===== src/sv/dnsp_pkg.sv =====
// Package for the DNS message field parser: section, field and status codes,
// and the beat types of the input and output channels. No dependencies.
package dnsp_pkg;

    localparam logic [2:0] SEC_HEADER   = 3'd0;
    localparam logic [2:0] SEC_QUESTION = 3'd1;
    localparam logic [2:0] SEC_TRAILING = 3'd5;

    localparam logic [3:0] K_ID         = 4'd0;
    localparam logic [3:0] K_LABEL_LEN  = 4'd6;
    localparam logic [3:0] K_LABEL_CHAR = 4'd7;
    localparam logic [3:0] K_POINTER    = 4'd8;
    localparam logic [3:0] K_NAME_END   = 4'd9;
    localparam logic [3:0] K_TYPE       = 4'd10;
    localparam logic [3:0] K_CLASS      = 4'd11;
    localparam logic [3:0] K_TTL        = 4'd12;
    localparam logic [3:0] K_RDLENGTH   = 4'd13;
    localparam logic [3:0] K_RDATA      = 4'd14;
    localparam logic [3:0] K_TRAILING   = 4'd15;

    localparam logic [2:0] ST_OK       = 3'd0;
    localparam logic [2:0] ST_TRUNC    = 3'd1;
    localparam logic [2:0] ST_TRAIL    = 3'd2;
    localparam logic [2:0] ST_LONG     = 3'd3;
    localparam logic [2:0] ST_RESERVED = 3'd4;

    localparam logic [7:0] PTR_MASK    = 8'hc0;
    localparam int         HEADER_BYTES = 12;

    typedef struct packed {
        logic [7:0] data_byte;
        logic       last_byte;
    } t_in_beat;

    typedef struct packed {
        logic [2:0]  section;
        logic [3:0]  field_kind;
        logic [15:0] record_index;
        logic        field_done;
        logic [31:0] field_value;
        logic [2:0]  status;
        logic        message_done;
    } t_out_beat;

endpackage


===== src/sv/dnsp_in_if.sv =====
// Input channel: valid/ready handshake carrying one datagram byte a beat.
// Depends on dnsp_pkg.
interface dnsp_in_if import dnsp_pkg::*; ();
    logic     valid;
    logic     ready;
    t_in_beat data;
    modport source (output valid, output data, input ready);
    modport sink (input valid, input data, output ready);
endinterface


===== src/sv/dnsp_out_if.sv =====
// Output channel: valid/ready handshake carrying one classified byte a beat.
// Depends on dnsp_pkg.
interface dnsp_out_if import dnsp_pkg::*; ();
    logic      valid;
    logic      ready;
    t_out_beat data;
    modport source (output valid, output data, input ready);
    modport sink (input valid, input data, output ready);
endinterface


===== src/sv/dnsp_front.sv =====
// Front end: accepts datagram bytes and registers them into a two-entry queue.
// Depends on dnsp_pkg and dnsp_in_if.
module dnsp_front import dnsp_pkg::*; (
    input  logic     i_clk,
    input  logic     i_rst_n,
    dnsp_in_if.sink  in_ch,
    input  logic     i_pop,
    output logic     o_valid,
    output t_in_beat o_beat
);
    t_in_beat   r_q [2];
    logic       r_rd, r_wr;
    logic [1:0] r_cnt;
    logic       push;

    assign in_ch.ready = (r_cnt != 2'd2);
    assign push        = in_ch.valid && in_ch.ready;
    assign o_valid     = (r_cnt != 2'd0);
    assign o_beat      = r_q[r_rd];

    always_ff @(posedge i_clk) begin
        if (!i_rst_n) begin
            r_rd  <= 1'b0;
            r_wr  <= 1'b0;
            r_cnt <= 2'd0;
        end else begin
            if (push) begin
                r_wr <= ~r_wr;
            end
            if (i_pop) begin
                r_rd <= ~r_rd;
            end
            r_cnt <= r_cnt + 2'(push) - 2'(i_pop);
        end
        if (push) begin
            r_q[r_wr] <= in_ch.data;
        end
    end

    property p_no_overpop;
        @(posedge i_clk) disable iff (!i_rst_n) i_pop |-> r_cnt != 2'd0;
    endproperty
    a_no_overpop: assert property (p_no_overpop) else $error("pop from empty queue");
    a_cnt_range: assert property (@(posedge i_clk) disable iff (!i_rst_n)
        r_cnt != 2'd3) else $error("queue count overflow");
    a_full_stall: assert property (@(posedge i_clk) disable iff (!i_rst_n)
        (r_cnt == 2'd2) |-> !in_ch.ready) else $error("ready while full");
endmodule


===== src/sv/dnsp_back.sv =====
// Back end: per-byte parse state machine with a registered output stage.
// Depends on dnsp_pkg and dnsp_out_if.
module dnsp_back import dnsp_pkg::*; #(
    parameter int MAX_NAME_BYTES = 255
) (
    input  logic      i_clk,
    input  logic      i_rst_n,
    input  logic      i_valid,
    input  t_in_beat  i_beat,
    output logic      o_pop,
    dnsp_out_if.source out_ch
);
    logic [3:0]  r_hb, n_hb;
    logic [15:0] r_cnt [4];
    logic [15:0] n_cnt [4];
    logic [2:0]  r_sec, n_sec;
    logic [15:0] r_rec, n_rec;
    logic [3:0]  r_fld, n_fld;
    logic [15:0] r_left, n_left;
    logic [5:0]  r_lbl, n_lbl;
    logic [7:0]  r_nlen, n_nlen;
    logic [31:0] r_acc, n_acc;
    logic [2:0]  r_st, n_st;
    logic        r_ov;
    t_out_beat   r_ob, ob;
    logic [31:0] acc_sh;
    logic [9:0]  nl;
    logic [15:0] rec_inc;
    logic        fin;
    logic [5:0]  len;

    assign o_pop        = i_valid && (!r_ov || out_ch.ready);
    assign out_ch.valid = r_ov;
    assign out_ch.data  = r_ob;

    always_comb begin
        n_hb = r_hb; n_cnt = r_cnt; n_sec = r_sec; n_rec = r_rec; n_fld = r_fld;
        n_left = r_left; n_lbl = r_lbl; n_nlen = r_nlen; n_acc = r_acc; n_st = r_st;
        fin = 1'b0;
        ob = '0;
        ob.section = r_sec;
        ob.record_index = r_rec;
        acc_sh = {r_acc[23:0], i_beat.data_byte};
        rec_inc = r_rec + 16'd1;
        len = i_beat.data_byte[5:0];
        nl = {2'b0, r_nlen} + {4'b0, len} + 10'd1;
        if (r_sec == SEC_HEADER) begin
            ob.field_kind = {1'b0, r_hb[3:1]};
            ob.record_index = '0;
            n_acc = acc_sh;
            if (r_hb[0]) begin
                ob.field_done = 1'b1;
                ob.field_value = {16'd0, acc_sh[15:0]};
                if (r_hb[3:1] >= 3'd2 && r_hb[3:1] <= 3'd5) begin
                    n_cnt[2'(r_hb[3:1] - 3'd2)] = acc_sh[15:0];
                end
                n_acc = '0;
            end
            n_hb = r_hb + 4'd1;
        end else if (r_sec >= SEC_TRAILING) begin
            ob.field_kind = K_TRAILING;
            ob.record_index = '0;
            if (n_st == ST_OK) n_st = ST_TRAIL;
        end else begin
            case (r_fld)
                K_LABEL_CHAR: begin
                    ob.field_kind = K_LABEL_CHAR;
                    if (r_lbl != '0) n_lbl = r_lbl - 6'd1;
                    if (n_lbl == '0) n_fld = K_LABEL_LEN;
                end
                K_POINTER: begin
                    ob.field_kind = K_POINTER;
                    ob.field_done = 1'b1;
                    ob.field_value = {16'd0, acc_sh[15:0]};
                    n_fld = K_TYPE; n_left = 16'd2; n_acc = '0;
                end
                K_TYPE, K_CLASS, K_TTL, K_RDLENGTH, K_RDATA: begin
                    ob.field_kind = r_fld;
                    n_acc = acc_sh;
                    if (r_left != '0) n_left = r_left - 16'd1;
                    if (n_left == '0) begin
                        ob.field_done = 1'b1;
                        ob.field_value = acc_sh;
                        n_acc = '0;
                        case (r_fld)
                            K_TYPE: begin n_fld = K_CLASS; n_left = 16'd2; end
                            K_CLASS: begin
                                if (r_sec == SEC_QUESTION) fin = 1'b1;
                                else begin n_fld = K_TTL; n_left = 16'd4; end
                            end
                            K_TTL: begin n_fld = K_RDLENGTH; n_left = 16'd2; end
                            K_RDLENGTH: begin
                                if (acc_sh[15:0] == '0) fin = 1'b1;
                                else begin
                                    n_fld = K_RDATA; n_left = acc_sh[15:0];
                                end
                            end
                            default: fin = 1'b1;
                        endcase
                    end
                end
                default: begin
                    if ((i_beat.data_byte & PTR_MASK) == PTR_MASK) begin
                        ob.field_kind = K_POINTER;
                        n_fld = K_POINTER;
                        n_acc = {24'd0, i_beat.data_byte};
                    end else begin
                        if (i_beat.data_byte[7:6] != 2'b00 && n_st == ST_OK)
                            n_st = ST_RESERVED;
                        if (len == '0) begin
                            ob.field_kind = K_NAME_END;
                            n_fld = K_TYPE; n_left = 16'd2; n_acc = '0;
                        end else begin
                            ob.field_kind = K_LABEL_LEN;
                            if (nl + 10'd1 > 10'(MAX_NAME_BYTES) && n_st == ST_OK)
                                n_st = ST_LONG;
                            n_nlen = (nl > 10'd255) ? 8'd255 : nl[7:0];
                            n_lbl = len;
                            n_fld = K_LABEL_CHAR;
                        end
                    end
                end
            endcase
        end
        // record end: next record; last one or header end: next section with records
        if (fin && rec_inc < r_cnt[2'(r_sec - 3'd1)]) begin
            n_rec = rec_inc;
            n_fld = K_LABEL_LEN; n_nlen = '0; n_lbl = '0;
        end else if (fin || (r_sec == SEC_HEADER && n_hb >= 4'(HEADER_BYTES))) begin
            n_rec = '0;
            n_fld = K_LABEL_LEN; n_nlen = '0; n_lbl = '0;
            if (r_sec < 3'd1 && n_cnt[0] != '0) n_sec = 3'd1;
            else if (r_sec < 3'd2 && n_cnt[1] != '0) n_sec = 3'd2;
            else if (r_sec < 3'd3 && n_cnt[2] != '0) n_sec = 3'd3;
            else if (r_sec < 3'd4 && n_cnt[3] != '0) n_sec = 3'd4;
            else begin
                n_sec = SEC_TRAILING;
                ob.message_done = 1'b1;
            end
        end
        if (i_beat.last_byte) begin
            if (n_sec != SEC_TRAILING && n_st == ST_OK) n_st = ST_TRUNC;
            ob.message_done = 1'b1;
        end
        ob.status = n_st;
    end

    always_ff @(posedge i_clk) begin
        if (!i_rst_n || (o_pop && i_beat.last_byte)) begin
            r_hb <= '0; r_cnt <= '{default: '0}; r_sec <= SEC_HEADER; r_rec <= '0;
            r_fld <= K_ID; r_left <= '0; r_lbl <= '0; r_nlen <= '0; r_acc <= '0;
            r_st <= ST_OK;
        end else if (o_pop) begin
            r_hb <= n_hb; r_cnt <= n_cnt; r_sec <= n_sec; r_rec <= n_rec;
            r_fld <= n_fld; r_left <= n_left; r_lbl <= n_lbl; r_nlen <= n_nlen;
            r_acc <= n_acc; r_st <= n_st;
        end
        if (!i_rst_n) begin
            r_ov <= 1'b0;
        end else if (o_pop) begin
            r_ov <= 1'b1;
        end else if (out_ch.ready) begin
            r_ov <= 1'b0;
        end
        if (o_pop) begin
            r_ob <= ob;
        end
    end

    a_hold: assert property (@(posedge i_clk) disable iff (!i_rst_n)
        (r_ov && !out_ch.ready) |=> $stable(r_ob)) else $error("result lost");
    a_sec: assert property (@(posedge i_clk) disable iff (!i_rst_n)
        r_sec <= SEC_TRAILING) else $error("bad section");
    a_hdr: assert property (@(posedge i_clk) disable iff (!i_rst_n)
        (r_sec == SEC_HEADER) |-> r_hb < 4'(HEADER_BYTES)) else $error("header overrun");
endmodule


===== src/sv/dns_message_field_parser.sv =====
// Top level of the DNS message field parser.
// Depends on dnsp_pkg, dnsp_in_if, dnsp_out_if, dnsp_front and dnsp_back.
//
// Usage: datagram bytes enter on i_in, one per beat, last_byte marking the
// final byte. Every byte gives exactly one beat on o_out: section, field kind,
// record index, completed big-endian field value, sticky status and
// message_done. Header counts steer the walk over questions and records.
// An input beat passes through the queue and then the result register on its
// way to o_out. Throughput: one byte per cycle while the receiver is ready.
// When the receiver stalls, the result register holds and the queue takes
// one more beat, then in ready drops until the stall clears and the queue
// drains below full. After the last_byte beat the parse state returns to
// reset, so the next byte opens a new datagram. Reset empties the queue and
// output stage and clears all parse state.
module dns_message_field_parser import dnsp_pkg::*; #(
    parameter int MAX_NAME_BYTES = 255
) (
    input  logic       i_clk,
    input  logic       i_rst_n,
    dnsp_in_if.sink    i_in,
    dnsp_out_if.source o_out
);
    logic     q_valid, pop;
    t_in_beat q_beat;

    dnsp_front u_front (
        .i_clk(i_clk), .i_rst_n(i_rst_n), .in_ch(i_in),
        .i_pop(pop), .o_valid(q_valid), .o_beat(q_beat)
    );

    dnsp_back #(.MAX_NAME_BYTES(MAX_NAME_BYTES)) u_back (
        .i_clk(i_clk), .i_rst_n(i_rst_n), .i_valid(q_valid), .i_beat(q_beat),
        .o_pop(pop), .out_ch(o_out)
    );
endmodule


===== src/flat_wrapper.sv =====
// flat-port wrapper written by rule: the top's interface ports become plain ports
module dns_message_field_parser_flat import dnsp_pkg::*;
#(
    parameter int MAX_NAME_BYTES = 255
)
  (i_clk, i_rst_n, i_in_valid, i_in_data, i_in_ready, o_out_valid, o_out_data, o_out_ready);
  dnsp_in_if i_in_i ();
  dnsp_out_if o_out_i ();
  input  logic i_clk;
  input  logic i_rst_n;
  input wire logic [$bits(i_in_i.valid)-1:0] i_in_valid;
  input wire logic [$bits(i_in_i.data)-1:0] i_in_data;
  output wire logic [$bits(i_in_i.ready)-1:0] i_in_ready;
  output wire logic [$bits(o_out_i.valid)-1:0] o_out_valid;
  output wire logic [$bits(o_out_i.data)-1:0] o_out_data;
  input wire logic [$bits(o_out_i.ready)-1:0] o_out_ready;
  assign i_in_i.valid = i_in_valid;
  assign i_in_i.data = i_in_data;
  assign i_in_ready = i_in_i.ready;
  assign o_out_valid = o_out_i.valid;
  assign o_out_data = o_out_i.data;
  assign o_out_i.ready = o_out_ready;
  dns_message_field_parser #(.MAX_NAME_BYTES(MAX_NAME_BYTES)) u_core (.i_clk(i_clk), .i_rst_n(i_rst_n), .i_in(i_in_i), .o_out(o_out_i));
endmodule

===== config.mk =====
export PLATFORM = sky130hd
export DESIGN_NAME = dns_message_field_parser_flat
export DESIGN_NICKNAME = d
export VERILOG_FILES = /design/src/sv/dnsp_pkg.sv /design/src/sv/dnsp_in_if.sv /design/src/sv/dnsp_out_if.sv /design/src/sv/dnsp_front.sv /design/src/sv/dnsp_back.sv /design/src/sv/dns_message_field_parser.sv /design/src/flat_wrapper.sv
export SDC_FILE = /design/constraint.sdc
export NUM_CORES = 1
export LEC_CHECK = 0
export BUFFER_PORTS_ARGS = -buffer_cell sky130_fd_sc_hd__buf_4
export CELL_PAD_IN_SITES_DETAIL_PLACEMENT = 0
export CELL_PAD_IN_SITES_GLOBAL_PLACEMENT = 1
export CORE_ASPECT_RATIO = 1.4
export CORE_UTILIZATION = 50
export CTS_CLUSTER_DIAMETER = 30
export DETAILED_ROUTE_END_ITERATION = 10
export PLACE_DENSITY = 0.83
export SLEW_MARGIN = 20
export SYNTH_ARGS = -nofsm -noshare
export SYNTH_HDL_FRONTEND = slang
export SYNTH_SLANG_ARGS = --single-unit

===== constraint.sdc =====
create_clock -name i_clk -period 12.9 [get_ports i_clk]
set_input_delay 0.645 -clock i_clk [delete_from_list [all_inputs] [get_ports i_clk]]
set_output_delay 0.645 -clock i_clk [all_outputs]
set_load 0.005 [all_outputs]

==> results_dict.tcl, run 1 <==
set metrics [dict create \
    status "finished, final reports clean" \
    htree_num_levels 2 \
    fmax_mhz 183.3 \
    ys_seq_area_share_pct 45.73 \
    path_common_cell "or4_1" \
    postPlaceCellArea_um2 12620 \
    wirelength_um 32660 \
    wl_met1_um 13760 \
    io_pins 75 \
    nets 1377 \
    total_power_mw 2.560 \
    fill_cells 1996 \
    multi_input_area_um2 5964 \
    rows 66 \
    pre_cts_slack_ns 7.408 \
    worst_slack_ns 7.443 \
    period_share_pct 42.30 \
    slowest_delay_ns 0.81 \
    area_growth_pct 19.10 \
    ys_top_cells_by_count "154 x dfxtp_1, 132 x nor2_1, 107 x nand2_1" \
    wl_met2_um 15920 \
    regArea_um2 5425 \
    syn_avg_cell_area_um2 9.260 \
    ys.warnings.count 0 \
    p_leak_nw 5.285 \
    synth_compound_area_share_pct 17.00 \
    synth.most_common_cell "dfxtp_1" \
    die_h_um 184.3 \
    cp_max_fo 19 \
    start_util_pct 50.94 \
    synthMuxAreaShare_pct 6.160 \
    ant_nets 0 \
    wl_per_cell_um 19.55 \
    crit_required_ns 13.19 \
    slowest_stage "dfxtp_1" \
    clk_latency_ns 0.55 \
    cts_resized 0 \
    rsz0062_at_grt "no" \
    yosysTopAreaCellShare_pct 25.99 \
    synthAdderAreaFrac_pct 3.628 \
    ctsRootBufferMaster "clkbuf_16" \
    drive_above_1_share_pct 15.54 \
    vias 9970 \
    grt_pass1_vias 9527 \
    gp_congestion 0.8815 \
    port_buffers 74 \
    tns_ns 0 \
    hp-class "in2reg" \
    syn_inst 1281 \
    path_cells "mux2i_1, inv_1, fa_1, inv_1, or4_1, or4_1, nor4_1, ha_1, nor3_1, a21oi_1, o31ai_1, or4_1, o21ai_0" \
    cts_tree "built" \
    vdd_drop_max_mv 0.1375 \
    dp_hpwl_um 22600 \
    synthArstFlopShare_pct 0 \
    worst_setup_path_start_kind "flop" \
    synth_top_family_by_area "simple AND/OR/NAND/NOR gates" \
    antenna_found_initial 0 \
    grt_max_degree 96 \
    netlist_area_um2 11860 \
    yosys.area_share.xor_xnor_pct 2.215 \
    synth_area_leader_cell "dfxtp_1" \
    synth.distinct_cells 80 \
    hold_violations 0 \
    grt_pass1_wl_um 51630 \
    slew_headroom_pct 25.94 \
    crit_type "reg2reg" \
    cts_hold_buf 0 \
    period_needed_ns 5.457 \
    top_layer "met4" \
    synthSimpleGateAreaFrac_pct 20.95 \
    fin_worst_skew_ns 0.02482 \
    fp.dieArea_um2 24350 \
    synth_edf_count 78 \
    final_area_um2 14130 \
    drc 0 \
    dieWidth_um 132.2 \
    path_clk_slew_ns 0.06 \
    post_cts_buffers 0 \
    synth-main-ff-cell "dfxtp_1" \
    synthesis.nets 1327 \
    cts_num_sinks 232 \
    core-area_um2 23290 \
    critPathBufInv 2 \
    end_kind "flop" \
    critPathArrivalTime_ns 5.74 \
    cts_buffers 41 \
    crit_family "simple AND/OR/NAND/NOR gates" \
    drt-initial-drc-count 670 \
    grt_remaining_overflow 0 \
    synth_area_leaders "dfxtp_1 26%, edfxtp_1 20%, a21oi_1 4.4%, nor2_1 4.2%, nand2_1 3.4%" \
    track_usage_pct 27.23 \
    setup_viol 0 \
    tightest_slew_ns 1.102 \
    dr.pass1.iters 5 \
    clk_path_buf_depth 3 \
    slew_violations 0 \
    via_per_inst 5.970 \
    max_cap_violations 0 \
    powerDensity_nw_per_um2 181.2 \
    met3_length_um 1630 \
    n_antenna_cell 0 \
    synth_seq_cells 232 \
]
-- path summary, 6_finish.rpt --
kind,from,end,slack [ns],depth (start not counted)
worst max register to register,flop,u_core.u_back.out_ch.data[1],7.44,13
worst min-delay path,i_in_data[1],u_core.u_front.r_q[0][1],0.28,1
worst min register to register,u_core.u_back.r_acc[21],u_core.u_back.r_acc[21],0.45,2
worst max-delay path,flop,u_core.u_back.out_ch.data[1],7.44,13
-- report_power, final --
| part | internal [mW] | switching, mW |
|---|---|---|
| sequential | 0.877 | 0.0845 |
| combinational | 0.171 | 0.277 |
| clock | 0.729 | 0.422 |
| total | 1.78 | 0.784 |
-- metal layers --
layer	vias up	global-route usage, %
met3	79	4.400
met5	-	0
li1	4849	-
met1	4730	33.11
met2	312	47.05
met4	0	13.06
-- layout make-up --
cell class,count,area share (%)
clock buffers,42,7.288
clock inverters,34,3.330
inverters,46,1.222
multi-input cells,919,42.22
flip-flops and latches,232,38.40
well taps,306,2.710
repair buffers,91,4.835
-- sequential cells by signal (all words and copies together) (netlist names), named ones only --
| register | cells |
|---|---|
| u_core.u_back.r_cnt | 64 |
| u_core.u_back.r_nlen | 8 |
| u_core.u_front.r_cnt | 2 |
| u_core.u_back.r_lbl | 6 |
| u_core.u_front.r_wr | 1 |
| u_core.u_back.out_ch.valid | 1 |
| u_core.u_front.r_q | 18 |
| u_core.u_back.r_st | 3 |
| u_core.u_back.r_sec | 3 |
| u_core.u_back.r_left | 16 |
| u_core.u_front.r_rd | 1 |
| u_core.u_back.r_fld | 4 |
| u_core.u_back.out_ch.data | 60 |
| u_core.u_back.r_hb | 4 |
| u_core.u_back.r_acc | 24 |
| u_core.u_back.r_rec | 16 |
-- placed cells by master (no fill, tap or decap), types with 41 or more instances in the layout --
cell / synthesis / layout
clkbuf_16: 0 / 41
edfxtp_1: 78 / 78
a21oi_1: 104 / 103
nor2_1: 132 / 132
inv_1: 45 / 45
o21ai_0: 67 / 67
dfxtp_1: 154 / 154
nand2_1: 107 / 107
a211oi_1: 44 / 43
buf_4: 2 / 91
-- logic make-up after synthesis --
family | Yosys count
and+or+nand+nor | 484
muxes | 54
adders and majority gates | 34
buffers and inverters | 130
xor gates and xnor gates | 30
DFF | 232
AOI/OAI and AO/OA | 317
-- per-stage QoR --
step	utilization, %	cells	hold slack, ns
2_1_floorplan	-	1281	0.4273
3_3_place_gp	54.20	1594	0.4350
3_5_place_dp	54.20	1594	0.4403
4_1_cts	60.64	1670	0.2665
5_1_grt	60.67	1670	0.2648
6_report	60.67	1670	0.2759
Note: power is estimated with default switching activity, not from simulation.
==> inputs of run 2 (changes only) <==
- CORE_UTILIZATION: 50 -> 47
- PLACE_DENSITY: 0.83 -> 0.78
- clock period: 12.9 -> 5.4 ns (I/O delays scaled with it)
==> run 2 against run 1 <==
  * Maximum frequency grew 18%
  * Die area grew 6.3%
  * Sequential cell count is the same
  * Critical path type unchanged
  * Clock power grew 120%
==> results_dict.tcl, run 2 (synthesis results as in run 1) <==
set metrics [dict create \
    crit_type "reg2reg" \
    finalNonFillerCells 1692 \
    rows 68 \
    path_common_cell "or4_1" \
    max_cap_violations 0 \
    post_cts_buffers 0 \
    via_per_inst 5.925 \
    end_kind "flop" \
    ant_nets 0 \
    core-area_um2 24760 \
    critPathArrivalTime_ns 4.91 \
    tightest_slew_ns 1.127 \
    slew_headroom_pct 24.88 \
    clk_latency_ns 0.54 \
    grt_pass1_wl_um 52220 \
    holdPathEnd "u_core.u_front.r_wr" \
    cts_buffers 40 \
    status "finished, final reports clean" \
    r2r_slack_ns 0.77 \
    track_usage_pct 26.20 \
    layout_common_cells "154 x dfxtp_1, 131 x nor2_1, 107 x nand2_1" \
    clk_path_buf_depth 3 \
    nets 1391 \
    htree_num_levels 2 \
    hold_violations 0 \
    layout_commonest_cell "dfxtp_1" \
    hold_start "i_rst_n" \
    period_share_pct 85.81 \
    fp.dieArea_um2 25890 \
    start_util_pct 47.91 \
    powerDensity_nw_per_um2 420.4 \
    p_leak_nw 5.306 \
    drc 0 \
    cts_num_sinks 232 \
    grt_remaining_overflow 0 \
    io_pins 75 \
    wl_per_cell_um 19.64 \
    fmax_mhz 215.8 \
    gp_congestion 0.8644 \
    place_inst 1609 \
    n_antenna_cell 0 \
    setup_viol 0 \
    dr.pass1.iters 5 \
    ctsRootBufferMaster "clkbuf_16" \
    antenna_found_initial 0 \
    drive_above_1_share_pct 15.76 \
    area_growth_pct 19.51 \
    regMostFlops "u_core.u_back.r_cnt" \
    final_area_um2 14180 \
    slew_violations 0 \
    worst_setup_path_start_kind "flop" \
    slowest_delay_ns 0.53 \
    slowest_stage "or4_1" \
    hp-class "in2reg" \
    dp_hpwl_um 22720 \
    wirelength_um 33220 \
    grt_pass1_vias 9559 \
    rr_worst_depth 14 \
    vdd_drop_max_mv 0.3624 \
    rsz0062_at_grt "no" \
    path_clk_slew_ns 0.06 \
    grt_max_degree 77 \
    crit_required_ns 5.67 \
    vias 10030 \
    port_buffers 74 \
    tns_ns 0 \
    path_cells "buf_4, mux2i_1, inv_1, fa_1, xnor2_1, or4_1, or4_1, nor4_1, ha_1, nor3_1, a21oi_1, o31ai_1, or4_1, o21ai_0" \
    r2r-end "u_core.u_back.out_ch.data[1]" \
    period_needed_ns 4.634 \
    dieWidth_um 136.3 \
    postPlaceCellArea_um2 12680 \
    cp_max_fo 18 \
    fin_worst_skew_ns 0.02597 \
    largest_reg_flops 64 \
    whs_ns 0.03080 \
    cts_tree "built" \
    drt-initial-drc-count 680 \
    min_path_cells 2 \
    die_h_um 190.0 \
    fill_cells 2221 \
]
-- run 2: per-stage QoR --
| stage | utilization (%) | setup slack (ns) | power (mW) |
|---|---|---|---|
| after CTS | 57.21 | 0.7939 | 6.013 |
| after detailed placement | 51.21 | 0.8237 | 3.448 |
| final | 57.26 | 0.7661 | 5.960 |
| after global placement | 51.21 | 0.8838 | 3.429 |
| after global routing | 57.26 | 0.3902 | 6.206 |
| after floorplan | - | 0.2702 | 2.849 |
-- run 2: final cells by class --
type	count	area [um^2]	share of cell area, %
well taps	315	394.1	2.780
multi-input cells	919	5971	42.11
flip-flops and latches	232	5425	38.27
clock inverters	28	311.5	2.198
clock buffers	46	1084	7.643
repair buffers	106	818.3	5.772
inverters	46	173.9	1.227
-- run 2: timing repair --
item,in CTS,in global routing
hold buffers,9,0
resized for setup,0,0
endpoints found under the hold margin,18,0
-- run 2: worst max path at each step --
| stage | from | endpoint | slack [ns] |
|---|---|---|---|
| CTS | flop | u_core.u_back.out_ch.data[1] | 0.79 |
| detailed placement | flop | u_core.u_back.out_ch.data[1] | 0.82 |
| global placement | flop | u_core.u_back.out_ch.data[1] | 0.88 |
| finish | flop | u_core.u_back.out_ch.data[1] | 0.77 |
| global route | flop | u_core.u_back.out_ch.data[1] | 0.39 |
| floorplan | flop | u_core.u_back.out_ch.data[1] | 0.27 |
-- run 2: per-layer routing --
layer	vias up	wire (um)	track usage [%]
li1	4855	-	-
met1	4794	13920	33.04
met2	304	16290	43.67
met3	72	1896	4.583
met4	0	1121	11.11
met5	-	0	0
-- run 2: where the power goes --
| group | switching (mW) | internal (mW) |
|---|---|---|
| registers | 0.183 | 2.10 |
| clock network | 0.961 | 1.59 |
| logic | 0.704 | 0.426 |
| total | 1.85 | 4.11 |
-- run 2: critical path, delay by kind of cell (launching register included) --
family	cells	cell delay, ns
AND/OR/NAND/NOR	5	1.94
XOR/XNOR	1	0.16
buffers and inverters	2	0.36
multiplexers	1	0.27
flip-flops	1	0.34
adder cells (fa/ha/maj)	2	0.79
AO/OA/AOI/OAI	3	0.50
